<file path="src/hw/rtl/lrp_pkg.sv">
// Shared types, constants and helpers for the LIDAR axis range picker.
// No dependencies; every other file of the block refers to it by scoped names.
package lrp_pkg;

	localparam int unsigned AngleW = 16;
	localparam int unsigned RangeW = 16;
	localparam int unsigned DirW   = 3;
	localparam int unsigned NumAx  = 4;

	// Default depth of the queue between front and back.
	localparam int unsigned QueueDepth = 2;

	// Reset values of the configuration registers.
	localparam logic [RangeW-1:0] BranchThrReset = 16'd4000;
	localparam logic [RangeW-1:0] WallThrReset   = 16'd800;

	// Configuration register indexes.
	localparam logic CfgBranchThr = 1'b0;
	localparam logic CfgWallThr   = 1'b1;

	// Axis slots, also the order in which widest is scanned.
	localparam int unsigned AxF = 0;
	localparam int unsigned AxB = 1;
	localparam int unsigned AxL = 2;
	localparam int unsigned AxR = 3;

	// Direction / heading codes.
	localparam logic [DirW-1:0] DirNone = 3'd0;
	localparam logic [DirW-1:0] DirF    = 3'd1;
	localparam logic [DirW-1:0] DirB    = 3'd2;
	localparam logic [DirW-1:0] DirL    = 3'd3;
	localparam logic [DirW-1:0] DirR    = 3'd4;

	// Axis centers in centidegrees.
	localparam logic [AngleW-1:0] AngHalf  = 16'd18000;
	localparam logic [AngleW-1:0] AngFull  = 16'd36000;
	localparam logic [AngleW-1:0] AngLeft  = 16'd9000;
	localparam logic [AngleW-1:0] AngRight = 16'd27000;

	// One finished scan, handed from front to back.
	typedef struct packed {
		logic [NumAx-1:0][RangeW-1:0] rng;
		logic [DirW-1:0]              heading;
	} lrp_scan_t;

	// Push request from front into the queue.
	typedef struct packed {
		logic      push;
		lrp_scan_t scan;
	} lrp_push_t;

	function automatic logic [AngleW-1:0] abs_diff(input logic [AngleW-1:0] a,
			input logic [AngleW-1:0] b);
		abs_diff = (a >= b) ? (a - b) : (b - a);
	endfunction

	// Angular distance of angle a from axis slot ax.
	function automatic logic [AngleW-1:0] axis_dist(input int unsigned ax,
			input logic [AngleW-1:0] a);
		logic [AngleW-1:0] d;
		unique case (ax)
			AxF:     d = (a >= AngHalf) ? abs_diff(a, AngFull) : a;
			AxB:     d = abs_diff(a, AngHalf);
			AxL:     d = abs_diff(a, AngLeft);
			default: d = abs_diff(a, AngRight);
		endcase
		axis_dist = d;
	endfunction

endpackage

</file>
<file path="src/hw/rtl/lrp_front.sv">
// Front part: accepts scan points and keeps the nearest point for each axis.
// Depends on lrp_pkg; pushes each finished scan into lrp_queue.
module lrp_front (
	input  logic                       clk,
	input  logic                       arst_n,
	input  logic                       in_valid,
	output logic                       in_stall,
	input  logic [lrp_pkg::AngleW-1:0] angle_cdeg,
	input  logic [lrp_pkg::RangeW-1:0] range_mm,
	input  logic [lrp_pkg::DirW-1:0]   heading,
	input  logic                       scan_end,
	input  logic                       q_full,
	output lrp_pkg::lrp_push_t         q_push
);

	logic [lrp_pkg::NumAx-1:0][lrp_pkg::AngleW-1:0] best_dist_q;
	logic [lrp_pkg::NumAx-1:0][lrp_pkg::RangeW-1:0] best_rng_q;
	logic                                           have_q;

	logic [lrp_pkg::NumAx-1:0][lrp_pkg::AngleW-1:0] dist_new;
	logic [lrp_pkg::NumAx-1:0][lrp_pkg::AngleW-1:0] best_dist_nxt;
	logic [lrp_pkg::NumAx-1:0][lrp_pkg::RangeW-1:0] best_rng_nxt;
	logic                                           accept;

	assign in_stall = q_full;
	assign accept   = in_valid & ~q_full;

	// Replace an axis on the first point of a scan or when strictly closer.
	always_comb begin
		for (int unsigned i = 0; i < lrp_pkg::NumAx; i++) begin
			dist_new[i] = lrp_pkg::axis_dist(i, angle_cdeg);
			if (!have_q || (dist_new[i] < best_dist_q[i])) begin
				best_dist_nxt[i] = dist_new[i];
				best_rng_nxt[i]  = range_mm;
			end else begin
				best_dist_nxt[i] = best_dist_q[i];
				best_rng_nxt[i]  = best_rng_q[i];
			end
		end
	end

	always_comb begin
		q_push.push         = accept & scan_end;
		q_push.scan.rng     = best_rng_nxt;
		q_push.scan.heading = heading;
	end

	always_ff @(posedge clk or negedge arst_n) begin
		if (!arst_n) begin
			have_q <= 1'b0;
		end else if (accept) begin
			have_q <= ~scan_end;
		end
	end

	always_ff @(posedge clk) begin
		if (accept) begin
			best_dist_q <= best_dist_nxt;
			best_rng_q  <= best_rng_nxt;
		end
	end

endmodule

</file>
<file path="src/hw/rtl/lrp_queue.sv">
// Short register queue of finished scans between front and back.
// Depends on lrp_pkg for the scan record and push struct.
module lrp_queue #(
	parameter int unsigned DEPTH = lrp_pkg::QueueDepth
) (
	input  logic               clk,
	input  logic               arst_n,
	input  lrp_pkg::lrp_push_t q_push,
	output logic               q_full,
	output logic               q_empty,
	input  logic               pop,
	output lrp_pkg::lrp_scan_t head
);

	localparam int unsigned PtrW = (DEPTH > 1) ? $clog2(DEPTH) : 1;
	localparam int unsigned CntW = $clog2(DEPTH + 1);

	lrp_pkg::lrp_scan_t slot_q [DEPTH];
	logic [PtrW-1:0]    wr_ptr_q;
	logic [PtrW-1:0]    rd_ptr_q;
	logic [CntW-1:0]    count_q;
	logic               do_push;
	logic               do_pop;

	assign q_full  = (count_q == CntW'(DEPTH));
	assign q_empty = (count_q == '0);
	assign do_push = q_push.push & ~q_full;
	assign do_pop  = pop & ~q_empty;
	assign head    = slot_q[rd_ptr_q];

	function automatic logic [PtrW-1:0] ptr_inc(input logic [PtrW-1:0] p);
		ptr_inc = (p == PtrW'(DEPTH - 1)) ? '0 : (p + 1'b1);
	endfunction

	always_ff @(posedge clk or negedge arst_n) begin
		if (!arst_n) begin
			wr_ptr_q <= '0;
			rd_ptr_q <= '0;
			count_q  <= '0;
		end else begin
			if (do_push) begin
				wr_ptr_q <= ptr_inc(wr_ptr_q);
			end
			if (do_pop) begin
				rd_ptr_q <= ptr_inc(rd_ptr_q);
			end
			unique case ({do_push, do_pop})
				2'b10:   count_q <= count_q + 1'b1;
				2'b01:   count_q <= count_q - 1'b1;
				default: count_q <= count_q;
			endcase
		end
	end

	always_ff @(posedge clk) begin
		if (do_push) begin
			slot_q[wr_ptr_q] <= q_push.scan;
		end
	end

endmodule

</file>
<file path="src/hw/rtl/lrp_back.sv">
// Back part: turns a finished scan into widest, branch and wall results.
// Depends on lrp_pkg; pulls from lrp_queue and holds one output register.
module lrp_back (
	input  logic                       clk,
	input  logic                       arst_n,
	input  logic                       q_empty,
	input  lrp_pkg::lrp_scan_t         head,
	output logic                       pop,
	input  logic [lrp_pkg::RangeW-1:0] branch_thr,
	input  logic [lrp_pkg::RangeW-1:0] wall_thr,
	output logic                       out_valid,
	input  logic                       out_stall,
	output logic [lrp_pkg::RangeW-1:0] fwd_range,
	output logic [lrp_pkg::RangeW-1:0] back_range,
	output logic [lrp_pkg::RangeW-1:0] left_range,
	output logic [lrp_pkg::RangeW-1:0] right_range,
	output logic [lrp_pkg::DirW-1:0]   widest_dir,
	output logic [lrp_pkg::RangeW-1:0] widest_range,
	output logic [lrp_pkg::DirW-1:0]   branch_dir,
	output logic [lrp_pkg::RangeW-1:0] branch_range,
	output logic                       wall_hit
);

	logic                       valid_q;
	logic [lrp_pkg::DirW-1:0]   wdir;
	logic [lrp_pkg::RangeW-1:0] wrng;
	logic [lrp_pkg::RangeW-1:0] c0, c1, cmax;
	logic [lrp_pkg::DirW-1:0]   d0, d1, cdir;
	logic [lrp_pkg::DirW-1:0]   bdir;
	logic [lrp_pkg::RangeW-1:0] brng;
	logic [lrp_pkg::RangeW-1:0] head_rng;
	logic                       head_ok;
	logic                       wall;

	assign out_valid = valid_q;
	assign pop       = ~q_empty & (~valid_q | ~out_stall);

	// Widest: scan f, b, l, r with strict greater-than.
	always_comb begin
		wdir = lrp_pkg::DirNone;
		wrng = '0;
		for (int unsigned i = 0; i < lrp_pkg::NumAx; i++) begin
			if (head.rng[i] > wrng) begin
				wrng = head.rng[i];
				wdir = lrp_pkg::DirW'(i + 1);
			end
		end
	end

	// Perpendicular candidates and heading range.
	always_comb begin
		c0       = '0;
		c1       = '0;
		d0       = lrp_pkg::DirNone;
		d1       = lrp_pkg::DirNone;
		head_ok  = 1'b1;
		head_rng = '0;
		unique case (head.heading)
			lrp_pkg::DirF, lrp_pkg::DirB: begin
				c0 = head.rng[lrp_pkg::AxL];
				d0 = lrp_pkg::DirL;
				c1 = head.rng[lrp_pkg::AxR];
				d1 = lrp_pkg::DirR;
			end
			lrp_pkg::DirL, lrp_pkg::DirR: begin
				c0 = head.rng[lrp_pkg::AxF];
				d0 = lrp_pkg::DirF;
				c1 = head.rng[lrp_pkg::AxB];
				d1 = lrp_pkg::DirB;
			end
			default: head_ok = 1'b0;
		endcase
		unique case (head.heading)
			lrp_pkg::DirF: head_rng = head.rng[lrp_pkg::AxF];
			lrp_pkg::DirB: head_rng = head.rng[lrp_pkg::AxB];
			lrp_pkg::DirL: head_rng = head.rng[lrp_pkg::AxL];
			lrp_pkg::DirR: head_rng = head.rng[lrp_pkg::AxR];
			default:       head_rng = '0;
		endcase
	end

	always_comb begin
		cmax = '0;
		cdir = lrp_pkg::DirNone;
		if (c0 > cmax) begin
			cmax = c0;
			cdir = d0;
		end
		if (c1 > cmax) begin
			cmax = c1;
			cdir = d1;
		end
		if (head_ok && (cdir != lrp_pkg::DirNone) && (cmax >= branch_thr)) begin
			bdir = cdir;
			brng = cmax;
		end else begin
			bdir = lrp_pkg::DirNone;
			brng = '0;
		end
		wall = head_ok & (head_rng <= wall_thr);
	end

	always_ff @(posedge clk or negedge arst_n) begin
		if (!arst_n) begin
			valid_q <= 1'b0;
		end else if (pop) begin
			valid_q <= 1'b1;
		end else if (!out_stall) begin
			valid_q <= 1'b0;
		end
	end

	always_ff @(posedge clk) begin
		if (pop) begin
			fwd_range    <= head.rng[lrp_pkg::AxF];
			back_range   <= head.rng[lrp_pkg::AxB];
			left_range   <= head.rng[lrp_pkg::AxL];
			right_range  <= head.rng[lrp_pkg::AxR];
			widest_dir   <= wdir;
			widest_range <= wrng;
			branch_dir   <= bdir;
			branch_range <= brng;
			wall_hit     <= wall;
		end
	end

endmodule

</file>
<file path="src/hw/rtl/lidar_axis_range_picker.sv">
// Top level of the LIDAR axis range picker: config registers, front, queue, back.
// Depends on lrp_pkg, lrp_front, lrp_queue and lrp_back.
//
//   Channel   Direction  Handshake                 Moves
//   in        sink       in_valid / in_stall       one scan point per transfer
//   out       source     out_valid / out_stall     one scan summary per transfer
//   cfg       sink       cfg_we (no wait)          one threshold register write
//
// One point is taken every cycle while in_stall is low; in_stall rises only while
// the scan queue is full. A scan summary goes through the queue, then the output
// register, to out_valid. The output register and the queue (QUEUE_DEPTH entries)
// absorb out_stall; the input keeps flowing until QUEUE_DEPTH + 1 summaries wait.
// arst_n clears the axis tracking, the queue and the output valid; thresholds
// return to 4000 mm (branch) and 800 mm (wall).
module lidar_axis_range_picker #(
	parameter int unsigned QUEUE_DEPTH = lrp_pkg::QueueDepth
) (
	input  logic                       clk,
	input  logic                       arst_n,
	// configuration write port
	input  logic                       cfg_we,
	input  logic                       cfg_index,
	input  logic [lrp_pkg::RangeW-1:0] cfg_data,
	// scan point input
	input  logic                       in_valid,
	output logic                       in_stall,
	input  logic [lrp_pkg::AngleW-1:0] angle_cdeg,
	input  logic [lrp_pkg::RangeW-1:0] range_mm,
	input  logic [lrp_pkg::DirW-1:0]   heading,
	input  logic                       scan_end,
	// scan summary output
	output logic                       out_valid,
	input  logic                       out_stall,
	output logic [lrp_pkg::RangeW-1:0] fwd_range,
	output logic [lrp_pkg::RangeW-1:0] back_range,
	output logic [lrp_pkg::RangeW-1:0] left_range,
	output logic [lrp_pkg::RangeW-1:0] right_range,
	output logic [lrp_pkg::DirW-1:0]   widest_dir,
	output logic [lrp_pkg::RangeW-1:0] widest_range,
	output logic [lrp_pkg::DirW-1:0]   branch_dir,
	output logic [lrp_pkg::RangeW-1:0] branch_range,
	output logic                       wall_hit
);

	logic [lrp_pkg::RangeW-1:0] branch_thr_q;
	logic [lrp_pkg::RangeW-1:0] wall_thr_q;

	lrp_pkg::lrp_push_t q_push;
	lrp_pkg::lrp_scan_t q_head;
	logic               q_full;
	logic               q_empty;
	logic               q_pop;

	// Threshold registers; the user must write them only while the block is idle (unchecked).
	always_ff @(posedge clk or negedge arst_n) begin
		if (!arst_n) begin
			branch_thr_q <= lrp_pkg::BranchThrReset;
			wall_thr_q   <= lrp_pkg::WallThrReset;
		end else if (cfg_we) begin
			unique case (cfg_index)
				lrp_pkg::CfgBranchThr: branch_thr_q <= cfg_data;
				lrp_pkg::CfgWallThr:   wall_thr_q   <= cfg_data;
				default:               branch_thr_q <= branch_thr_q;
			endcase
		end
	end

	// Front: track the nearest point per axis, push a snapshot at scan end.
	lrp_front u_front (
		.clk        (clk),
		.arst_n     (arst_n),
		.in_valid   (in_valid),
		.in_stall   (in_stall),
		.angle_cdeg (angle_cdeg),
		.range_mm   (range_mm),
		.heading    (heading),
		.scan_end   (scan_end),
		.q_full     (q_full),
		.q_push     (q_push)
	);

	// Queue: hold finished scans so front and back stall independently.
	lrp_queue #(
		.DEPTH (QUEUE_DEPTH)
	) u_queue (
		.clk     (clk),
		.arst_n  (arst_n),
		.q_push  (q_push),
		.q_full  (q_full),
		.q_empty (q_empty),
		.pop     (q_pop),
		.head    (q_head)
	);

	// Back: decide widest, branch and wall, and register the summary.
	lrp_back u_back (
		.clk          (clk),
		.arst_n       (arst_n),
		.q_empty      (q_empty),
		.head         (q_head),
		.pop          (q_pop),
		.branch_thr   (branch_thr_q),
		.wall_thr     (wall_thr_q),
		.out_valid    (out_valid),
		.out_stall    (out_stall),
		.fwd_range    (fwd_range),
		.back_range   (back_range),
		.left_range   (left_range),
		.right_range  (right_range),
		.widest_dir   (widest_dir),
		.widest_range (widest_range),
		.branch_dir   (branch_dir),
		.branch_range (branch_range),
		.wall_hit     (wall_hit)
	);

endmodule

</file>
<file path="config.mk">
export PLATFORM = sky130hd
export DESIGN_NAME = lidar_axis_range_picker
export DESIGN_NICKNAME = d
export VERILOG_FILES = /design/src/hw/rtl/lrp_pkg.sv /design/src/hw/rtl/lrp_front.sv /design/src/hw/rtl/lrp_queue.sv /design/src/hw/rtl/lrp_back.sv /design/src/hw/rtl/lidar_axis_range_picker.sv
export SDC_FILE = /design/constraint.sdc
export NUM_CORES = 1
export LEC_CHECK = 0
export ABC_AREA = 1
export BUFFER_PORTS_ARGS = -buffer_cell sky130_fd_sc_hd__buf_2
export CORE_MARGIN = 3
export CORE_UTILIZATION = 50
export DETAILED_ROUTE_END_ITERATION = 16
export PLACE_DENSITY = 0.64
export RECOVER_POWER = 50
export REMOVE_ABC_BUFFERS = 1
export SLEW_MARGIN = 10
export SYNTH_ARGS = -nofsm -noshare
export SYNTH_HDL_FRONTEND = slang
export SYNTH_SLANG_ARGS = --single-unit
</file>
<file path="constraint.sdc">
create_clock -name clk -period 8.15 [get_ports clk]
set_clock_uncertainty 0.05 [all_clocks]
set_input_delay 0.815 -clock clk [delete_from_list [all_inputs] [get_ports clk]]
set_output_delay 0.815 -clock clk [all_outputs]
set_load 0.005 [all_outputs]
</file>
==> metrics.csv, run 1 <==
metric,value,unit
status,finished with violations,
failing checks,"capacitance limit, slew limit",
Vias,16919,
n_diodes,0,
Post-synth EDFFs,365,
die width,216,um
reg2reg path depth,31,
CP max FO,29,
FF-to-FF Start,u_queue.rd_ptr_q,
GRT Total Usage,0.264,
Num CTS Buffers,44,
reg2reg setup slack,690,ps
Hold Fails Final Rpt,0,
Worst EP arrival,7710,ps
first-pass GRT wire length,95100,um
DRC viols,0,
Initial DRC Count,1487,
vias in the first global route,16439,
hold path depth,3,
relative slew slack,-1.56,
Final ANT Viol Nets,0,
hold_buf cts,0,
"Slew Viols, Final",213,
crit path launch type,flop,
"FF+latch count, synth",403,
share of cells above drive strength 1,0.118,
H-tree depth,2,
register area share after synthesis,0.542,
main flop type after synthesis,edfxtp_1,
dpl cell area,23600,sq um
root buf cell,clkbuf_16,
Filler cells,3799,
wire length per cell,20.6,um
Netlist cell types,59,
critical path's largest stage delay,520,ps
cell area after synthesis,22000,sq um
area grow syn2layout,12.9,%
post-synthesis instance total,2243,
unrepaired setup endpoints after global routing,no,
Syn Area/Cell,9.80,sq um
Synth async-reset ratio,0.0943,
CTS tree,yes,
Die Y-Extent,216,um
final setup vio count,0,
Die ar.,46500,sq um
core box area,43300,sq um
Slew @ Worst Pin,3830,ps
nets,2648,
maxcap violations,4,
# IOs,163,
Worst-path clk slew,60,ps
Final Util,0.574,
GRT overflow,0,
Starting Density,0.508,
Most Frequent Cell on Critical Path,nand2_1,
reg2reg end,u_back.widest_range[1],
router iterations before antenna repair,6,
FP Rows,76,
post-route cell area,24800,sq um
Final GP Congestion,0.954,
Port Buffer Count,162,
min-delay worst type,in2reg,
Worst EP required,8390,ps
CP Class,reg2reg,
Vias/cell,5.57,
hold endpoint,u_back.out_valid,
hold_sp,out_stall,
Final period util,0.916,
WL final,62500,um
dpl hpwl,46600,um
Reg area,11900,sq um
clk_lat worst skew,580,ps
setup TNS,0,ps
Final min period,7460,ps
TritonCTS sink count,403,
Max Fclk,0.134,GHz
multi-input logic area,8450,sq um
largest net degree at the start of global routing,68,
clock tree buffer depth,3,
postcts setup bufs,0,
initial antenna violation count,1,
Crit. End Element,flop,
CP max-delay cell,o21ai_0,
Ys Warns,0,
==> cell usage in the layout (no fill, tap or decap), types with 5 or more instances in the layout <==
cell type  count
o21ai_0      216
clkbuf_16     44
nand3_1       70
a22oi_1       15
or2_2         42
a21boi_0       5
o21ai_2        6
a211oi_1       5
o22ai_1       36
o221ai_1      17
nand4_1       21
clkbuf_1      85
clkinv_2       9
or2_1         13
nor2_2        10
inv_1        318
xor2_1        46
dfstp_2        9
dfrtp_1       28
ha_1         170
clkinv_1      13
nor2_1        84
a31oi_1        5
nand2_1      481
buf_2         94
edfxtp_1     365
o211ai_1      11
nor3_1        18
inv_2          7
o21ai_1        6
or2_0          9
buf_4         31
a21oi_1       91
==> worst max path at each step <==
stage / start / to / cells past startpoint
2_1_floorplan: u_queue.rd_ptr_q / u_back.widest_range[1] / 27
3_3_place_gp: u_queue.rd_ptr_q / u_back.widest_range[1] / 35
3_5_place_dp: u_queue.rd_ptr_q / u_back.widest_range[1] / 33
4_1_cts: u_queue.rd_ptr_q / u_back.widest_range[1] / 35
5_1_grt: u_queue.rd_ptr_q / u_back.widest_range[1] / 35
6_report: u_queue.rd_ptr_q / u_back.widest_range[1] / 31
==> per-layer routing <==
metal	routed length, um	up-vias	part of all wire	global-route usage
met2	29000	589	0.46	0.430
met4	1800	2	0.029	0.0842
li1	-	8061	-	-
met3	4020	109	0.064	0.0365
met1	27600	8158	0.44	0.370
met5	20	-	0.00032	0
==> cells in the mapped netlist (13+ instances only) <==
cell type	number	share of area
inv_1	320	0.055
buf_2	13	0.0030
nand4_1	21	0.0060
nor2_1	86	0.015
or2_1	13	0.0037
a22oi_1	15	0.0051
o21ai_0	207	0.047
o22ai_1	36	0.010
xor2_1	46	0.018
a21oi_1	91	0.021
nand3_1	70	0.016
clkbuf_1	48	0.0082
or2_2	42	0.012
nand2_1	480	0.082
edfxtp_1	365	0.50
o221ai_1	17	0.0068
ha_1	170	0.097
nor3_1	18	0.0041
o21ai_1	13	0.0030
dfrtp_1	29	0.033
==> flip-flops by register name, indices dropped and copies added (netlist names) <==
signal               count
u_queue.slot_q         134
u_back.back_range       16
u_front.best_rng_q      64
u_queue.count_q          2
u_back.widest_range     16
u_back.widest_dir        3
u_back.branch_dir        3
u_back.left_range       16
u_back.wall_hit          1
u_back.fwd_range        16
u_queue.wr_ptr_q         1
wall_thr_q              16
branch_thr_q            16
u_front.have_q           1
u_back.right_range      16
u_queue.rd_ptr_q         1
u_back.out_valid         1
u_back.branch_range     16
u_front.best_dist_q     64
==> critical path, delay by kind of cell, from the launching register on <==
kind,cells,cell delay (ps)
flip-flops,1,490
AND/OR/NAND/NOR,14,2430
adder cells (fa/ha/maj),3,910
buffers and inverters,4,920
AO/OA/AOI/OAI,10,2340
==> metrics by stage <==
stage | instances | setup slack, ps | hold slack [ps]
6_report | 3039 | 686 | 400
5_1_grt | 3039 | 38.5 | 393
4_1_cts | 3039 | 447 | 344
3_5_place_dp | 2959 | 466 | 427
3_3_place_gp | 2959 | 632 | 420
2_1_floorplan | 2166 | 759 | 403
==> cells by family (layout without fill, tap and decap cells) <==
logic type / Yosys count / count (layout) / synth area share
AO/OA/AOI/OAI: 441 / 441 / 0.116
XOR/XNOR: 48 / 48 / 0.0191
flip-flops: 403 / 403 / 0.542
AND/OR/NAND/NOR: 770 / 770 / 0.151
buffers and inverters: 410 / 621 / 0.0739
multiplexers: 1 / 1 / 0.000455
adder cells (fa/ha/maj): 170 / 170 / 0.0968
==> layout make-up <==
| type | instances | share of cell area |
|---|---|---|
| clock inverters | 28 | 0.0102 |
| well taps | 585 | 0.0295 |
| inverters | 333 | 0.0506 |
| clock buffers | 52 | 0.0464 |
| multi-input cells | 1430 | 0.340 |
| repair buffers | 208 | 0.0429 |
| flip-flops and latches | 403 | 0.480 |
==> timing repair <==
item / CTS / global route
hold endpoints to repair: 0 / 0
setup endpoints to repair: 0 / 18
resized for setup: 0 / 2
Power of run 1 is not shown: default switching activity piles up to over one toggle a cycle in this logic, so the estimate is an artifact.
==> run 2, diff against run 1 <==
Settings changed: BUFFER_PORTS_ARGS -buffer_cell sky130_fd_sc_hd__buf_2 to -buffer_cell sky130_fd_sc_hd__buf_4, CORE_UTILIZATION 50 to 61, PLACE_DENSITY 0.64 to 0.77.
==> metrics.csv, run 2 (same netlist as run 1, synthesis figures left out) <==
metric,value,unit,change
GRT Total Usage,0.331,,was 0.264
Worst EP required,8400,ps,was 8390 ps
Die ar.,38300,sq um,was 46500 sq um
largest net degree at the start of global routing,69,,was 68
critical path's largest stage delay,570,ps,was 520 ps
hold_buf cts,0,,unchanged
FF-to-FF Start,u_queue.rd_ptr_q,,unchanged
Non-Filler Instances,2889,,was 3039
root buf cell,clkbuf_16,,unchanged
Most Frequent Cell on Critical Path,nand2_1,,unchanged
maxcap violations,4,,unchanged
Initial DRC Count,2177,,was 1487
reg2reg setup slack,740,ps,was 690 ps
leading registers by flop count,"u_queue.slot_q x134, u_front.best_dist_q x64, u_front.best_rng_q x64",,unchanged
final setup vio count,0,,unchanged
Worst-path clk slew,60,ps,about the same
share of cells above drive strength 1,0.134,,was 0.118
"Slew Viols, Final",213,,unchanged
Filler cells,2540,,was 3799
max reg flops,134,,unchanged
CTS tree,yes,,unchanged
Final period util,0.909,,was 0.916
vias in the first global route,16627,,was 16439
postcts setup bufs,0,,unchanged
Vias,17377,,was 16919
crit path launch type,flop,,unchanged
core box area,35100,sq um,was 43300 sq um
wire length per cell,22.3,um,was 20.6 um
Final GP Congestion,0.979,,was 0.954
CP max-delay cell,nand2_1,,was o21ai_0
die width,196,um,was 216 um
nets,2631,,was 2648
Max Fclk,0.135,GHz,was 0.134 GHz
clock tree buffer depth,3,,unchanged
relative slew slack,-1.66,,was -1.56
WL final,64400,um,was 62500 um
status,finished with violations,,unchanged
Worst EP arrival,7660,ps,was 7710 ps
unrepaired setup endpoints after global routing,no,,unchanged
Num CTS Buffers,41,,was 44
Crit. End Element,flop,,unchanged
FP Rows,68,,was 76
Die Y-Extent,196,um,was 216 um
GRT overflow,0,,unchanged
failing checks,"capacitance limit, slew limit",,unchanged
DRC viols,0,,unchanged
Vias/cell,6.01,,was 5.57
hold_sp,heading[2],,was out_stall
CP max FO,45,,was 29
Slew @ Worst Pin,3990,ps,was 3830 ps
setup TNS,0,ps,unchanged
Final ANT Viol Nets,0,,unchanged
Starting Density,0.627,,was 0.508
initial antenna violation count,0,,was 1
area grow syn2layout,13.5,%,was 12.9%
H-tree depth,2,,unchanged
TritonCTS sink count,403,,unchanged
Top reg by flops,u_queue.slot_q,,unchanged
Final min period,7410,ps,was 7460 ps
first-pass GRT wire length,97200,um,was 95100 um
CP startpoint,u_queue.rd_ptr_q,,unchanged
Hold Fails Final Rpt,0,,unchanged
"most common cell after layout, fill and taps aside",nand2_1,,unchanged
clk_lat worst skew,580,ps,about the same
router iterations before antenna repair,6,,unchanged
most frequent cells in the layout,"nand2_1 (481), edfxtp_1 (365), inv_1 (318), o21ai_0 (221), ha_1 (170)",,"was nand2_1 (481), edfxtp_1 (365), inv_1 (318), o21ai_0 (216), ha_1 (170)"
Port Buffer Count,162,,unchanged
min-delay worst type,in2reg,,unchanged
post-CTS sizing,0,,unchanged
n_diodes,0,,unchanged
# IOs,163,,unchanged
CP Class,reg2reg,,unchanged
placed cell count,2815,,was 2959
dpl hpwl,47800,um,was 46600 um
-- run 2: path summary, 6_finish.rpt --
path	endpoint	depth (start not counted)
max reg2reg	u_back.widest_range[1]	31
max in group asynchronous	u_queue.rd_ptr_q	1
max	u_back.widest_range[1]	31
min reg2reg	wall_thr_q[6]	2
min	u_queue.slot_q[0][2]	1
min in group asynchronous	u_back.out_valid	1
-- run 2: final cells by class --
class	instances	area, sq um	share of cell area
Tap cell	455	569	0.0228
Clock inverter	20	235	0.00943
Inverter	333	1260	0.0504
Timing Repair Buffer	194	1390	0.0557
Clock buffer	54	1140	0.0456
Sequential cell	403	11900	0.478
Multi-Input combinational cell	1430	8440	0.338
-- run 2: per-stage QoR --
step,util,setup slack [ps],hold slack [ps],instance area [sq um]
finish,0.712,744,407,24900
global route,0.712,117,389,24900
CTS,0.714,1100,167,25000
detailed placement,0.675,1120,429,23700
global placement,0.675,1250,421,23700
floorplan,-,759,403,21600
-- run 2: critical path, delay by kind of cell, from the launching register on --
family / cells / cell delay (ps)
compound gates: 9 / 1720
buf+inv: 3 / 1110
simple gates: 16 / 2730
flops: 1 / 430
fa+ha+maj: 3 / 1030
-- run 2: per-layer routing --
| layer | routed length, um | global-route usage | vias to the layer above |
|---|---|---|---|
| li1 | - | - | 8001 |
| met1 | 27600 | 0.499 | 8319 |
| met2 | 28000 | 0.494 | 963 |
| met3 | 7520 | 0.0819 | 94 |
| met4 | 1220 | 0.0684 | 0 |
| met5 | 0 | 0 | - |
Power of run 2 is left out for the same reason.
==> run 3, diff against run 2 <==
Settings changed: CORE_ASPECT_RATIO set to 0.6, CORE_UTILIZATION 61 to 62, PLACE_DENSITY 0.77 to 0.82, SYNTH_HIERARCHICAL set to 1.
==> metrics.csv, run 3 <==
metric,value,unit,change
Tot Pwr,12.2,mW,
# IOs,163,,unchanged
Slew @ Worst Pin,3980,ps,was 3990 ps
Post-synth EDFFs,365,,unchanged
nets,3003,,was 2631
area grow syn2layout,10.3,%,was 13.5%
main flop type after synthesis,edfxtp_1,,unchanged
GRT overflow,0,,unchanged
met3 usage,0.109,,was 0.0819
Worst EP required,8370,ps,was 8400 ps
GRT Max-Usage Layer,met1,,unchanged
H-tree depth,2,,unchanged
dpl hpwl,54500,um,was 47800 um
die width,257,um,was 196 um
maxcap violations,6,,was 4
Synth async-reset ratio,0.0943,,unchanged
GRT met1 Usage,0.562,,was 0.499
max reg flops,134,,unchanged
Final period util,0.946,,was 0.909
first-pass GRT wire length,112000,um,was 97200 um
leading registers by flop count,"u_queue/slot_q x134, u_front/best_dist_q x64, u_front/best_rng_q x64",,"was u_queue.slot_q x134, u_front.best_dist_q x64, u_front.best_rng_q x64"
initial antenna violation count,0,,unchanged
GR Layer Usage met2,0.512,,was 0.494
Hold Fails Final Rpt,0,,unchanged
Worst-path clk slew,70,ps,was 60 ps
"Slew Viols, Final",250,,was 213
relative slew slack,-1.65,,was -1.66
register area share after synthesis,0.507,,was 0.542
Crit. End Element,flop,,unchanged
largest area contributor in the netlist,edfxtp_1,,unchanged
vias in the first global route,19086,,was 16627
Most Frequent Cell on Critical Path,nand2_1,,unchanged
Final min period,7710,ps,was 7410 ps
Vias/cell,6.10,,was 6.01
"FF+latch count, synth",403,,unchanged
reg2reg setup slack,440,ps,was 740 ps
top post-synthesis cells by area,"edfxtp_1 (47%), nand2_1 (15%), ha_1 (9.2%), inv_1 (5.0%), nand3_1 (4.1%)",,"was edfxtp_1 (50%), ha_1 (9.7%), nand2_1 (8.2%), inv_1 (5.5%), o21ai_0 (4.7%)"
maximum vdd drop,0.000298,V,
CP max FO,61,,was 45
CP max-delay cell,nor3_1,,was nand2_1
Vias,20150,,was 17377
Num CTS Buffers,37,,was 41
Final ANT Viol Nets,0,,unchanged
largest net degree at the start of global routing,69,,unchanged
post-synthesis instance total,2647,,was 2243
post-route cell area,26000,sq um,was 24900 sq um
Top reg by flops,u_queue/slot_q,,was u_queue.slot_q
setup TNS,0,ps,unchanged
n_diodes,0,,unchanged
wire length per cell,22.6,um,was 22.3 um
dpl cell area,25000,sq um,was 23700 sq um
P_leak,12.1,nW,
TritonCTS sink count,403,,unchanged
core box area,36900,sq um,was 35100 sq um
final setup vio count,0,,unchanged
DRC viols,0,,unchanged
min-delay worst type,reg2reg,,was in2reg
Max Fclk,0.130,GHz,was 0.135 GHz
Final GP Congestion,1.01,,was 0.979
pwr/cell area,472,nW/um^2,
failing checks,"capacitance limit, slew limit",,unchanged
root buf cell,clkbuf_16,,unchanged
Die Y-Extent,157,um,was 196 um
Worst EP arrival,7930,ps,was 7660 ps
Ys Warns,6,,was 0
Netlist cell types,60,,was 59
critical path's largest stage delay,530,ps,was 570 ps
top cell type's share of synthesized area,0.466,,was 0.499
Initial DRC Count,2888,,was 2177
cell area after synthesis,23500,sq um,was 22000 sq um
CTS tree,yes,,unchanged
final hold slack,416,ps,was 407 ps
FP Rows,54,,was 68
Port Buffer Count,162,,unchanged
Syn Area/Cell,8.89,sq um,was 9.80 sq um
placed cell count,3236,,was 2815
share of cells above drive strength 1,0.0919,,was 0.134
WL final,74600,um,was 64400 um
Starting Density,0.638,,was 0.627
router iterations before antenna repair,6,,unchanged
GRT Total Usage,0.367,,was 0.331
Filler cells,2864,,was 2540
most frequent cells in the layout,"nand2_1 (915), edfxtp_1 (365), inv_1 (313), nand3_1 (197), ha_1 (173)",,"was nand2_1 (481), edfxtp_1 (365), inv_1 (318), o21ai_0 (221), ha_1 (170)"
crit path launch type,flop,,unchanged
unrepaired setup endpoints after global routing,no,,unchanged
clock tree buffer depth,3,,unchanged
Non-Filler Instances,3301,,was 2889
status,finished with violations,,unchanged
clk_lat worst skew,520,ps,was 580 ps
most common cell in the netlist,nand2_1,,unchanged
Post-synth top cells,"nand2_1 (914), edfxtp_1 (365), inv_1 (313)",,"was nand2_1 (480), edfxtp_1 (365), inv_1 (320)"
Die ar.,40400,sq um,was 38300 sq um
"most common cell after layout, fill and taps aside",nand2_1,,unchanged
CP Class,reg2reg,,unchanged
run 3: changes by cell type after synthesis, moves of 13 or more:
cell	change
nor2_4	+13
nand2_1	+434
nor2_1	+18
buf_4	+16
or2_2	-42
o21ai_0	-105
clkbuf_1	-21
buf_2	+27
a22oi_1	-14
or2_1	-13
nand3_1	+125
run 3: worst max-delay path: cells and delay by family (launching register included):
family	cells	cell delay, ps
compound gates	7	1330
fa+ha+maj	3	940
buf+inv	5	1050
flops	1	430
simple gates	16	3500
run 3: report_power, final:
part           leakage [nW]  switching, mW  internal (mW)
clock                 0.571          0.763          0.991
combinational          7.63           4.84           2.10
sequential             3.91          0.253           3.29
total                  12.1           5.86           6.38
run 3: routing by layer:
layer	up-vias	part of all wire
met5	-	0
met4	0	0.021
met2	1433	0.40
li1	9054	-
met3	131	0.15
met1	9532	0.42
run 3: area by class of cell:
type | instances | area, sq um | share of cell area
timing repair buffer | 185 | 1260 | 0.0487
clock buffer | 39 | 933 | 0.0360
clock inverter | 25 | 251 | 0.00969
tap | 504 | 631 | 0.0243
sequential | 403 | 11900 | 0.460
inverter | 327 | 1240 | 0.0478
multi-input combinational | 1817 | 9700 | 0.374
timing repair inverter | 1 | 7.51 | 0.000289
run 3: final timing paths:
path | depth (start not counted) | endpoint | startpoint
worst min register to register | 2 | branch_thr_q[11] | branch_thr_q[11]
min in group asynchronous | 1 | branch_thr_q[0] | arst_n
worst max-delay path | 31 | u_back/widest_range[11] | u_queue/rd_ptr_q
max in group asynchronous | 1 | u_front/have_q | arst_n
worst min-delay path | 2 | branch_thr_q[11] | branch_thr_q[11]
worst max register to register | 31 | u_back/widest_range[11] | u_queue/rd_ptr_q
run 3: kinds of logic (layout without fill, tap and decap cells):
kind of cell	after synthesis	in the layout	share of synthesized area
AND/OR/NAND/NOR	1301	1301	0.231
flip-flops	403	403	0.507
AO/OA/AOI/OAI	293	293	0.0723
adder cells (fa/ha/maj)	173	173	0.0920
buffers and inverters	427	577	0.0788
XOR/XNOR	50	50	0.0186
run 3: through the flow:
stage	utilization	worst slack (ps)
2_1_floorplan	-	267
3_3_place_gp	0.677	831
3_5_place_dp	0.677	672
4_1_cts	0.709	580
5_1_grt	0.703	36.3
6_report	0.703	440
run 3: timing repair:
| action | CTS | global route |
|---|---|---|
| gates resized for setup | 0 | 3 |
| buffers inserted | 0 | 0 |
| setup endpoints to repair | 0 | 19 |
| hold buffers | 0 | 0 |
Power figures use the tool's default switching activity.
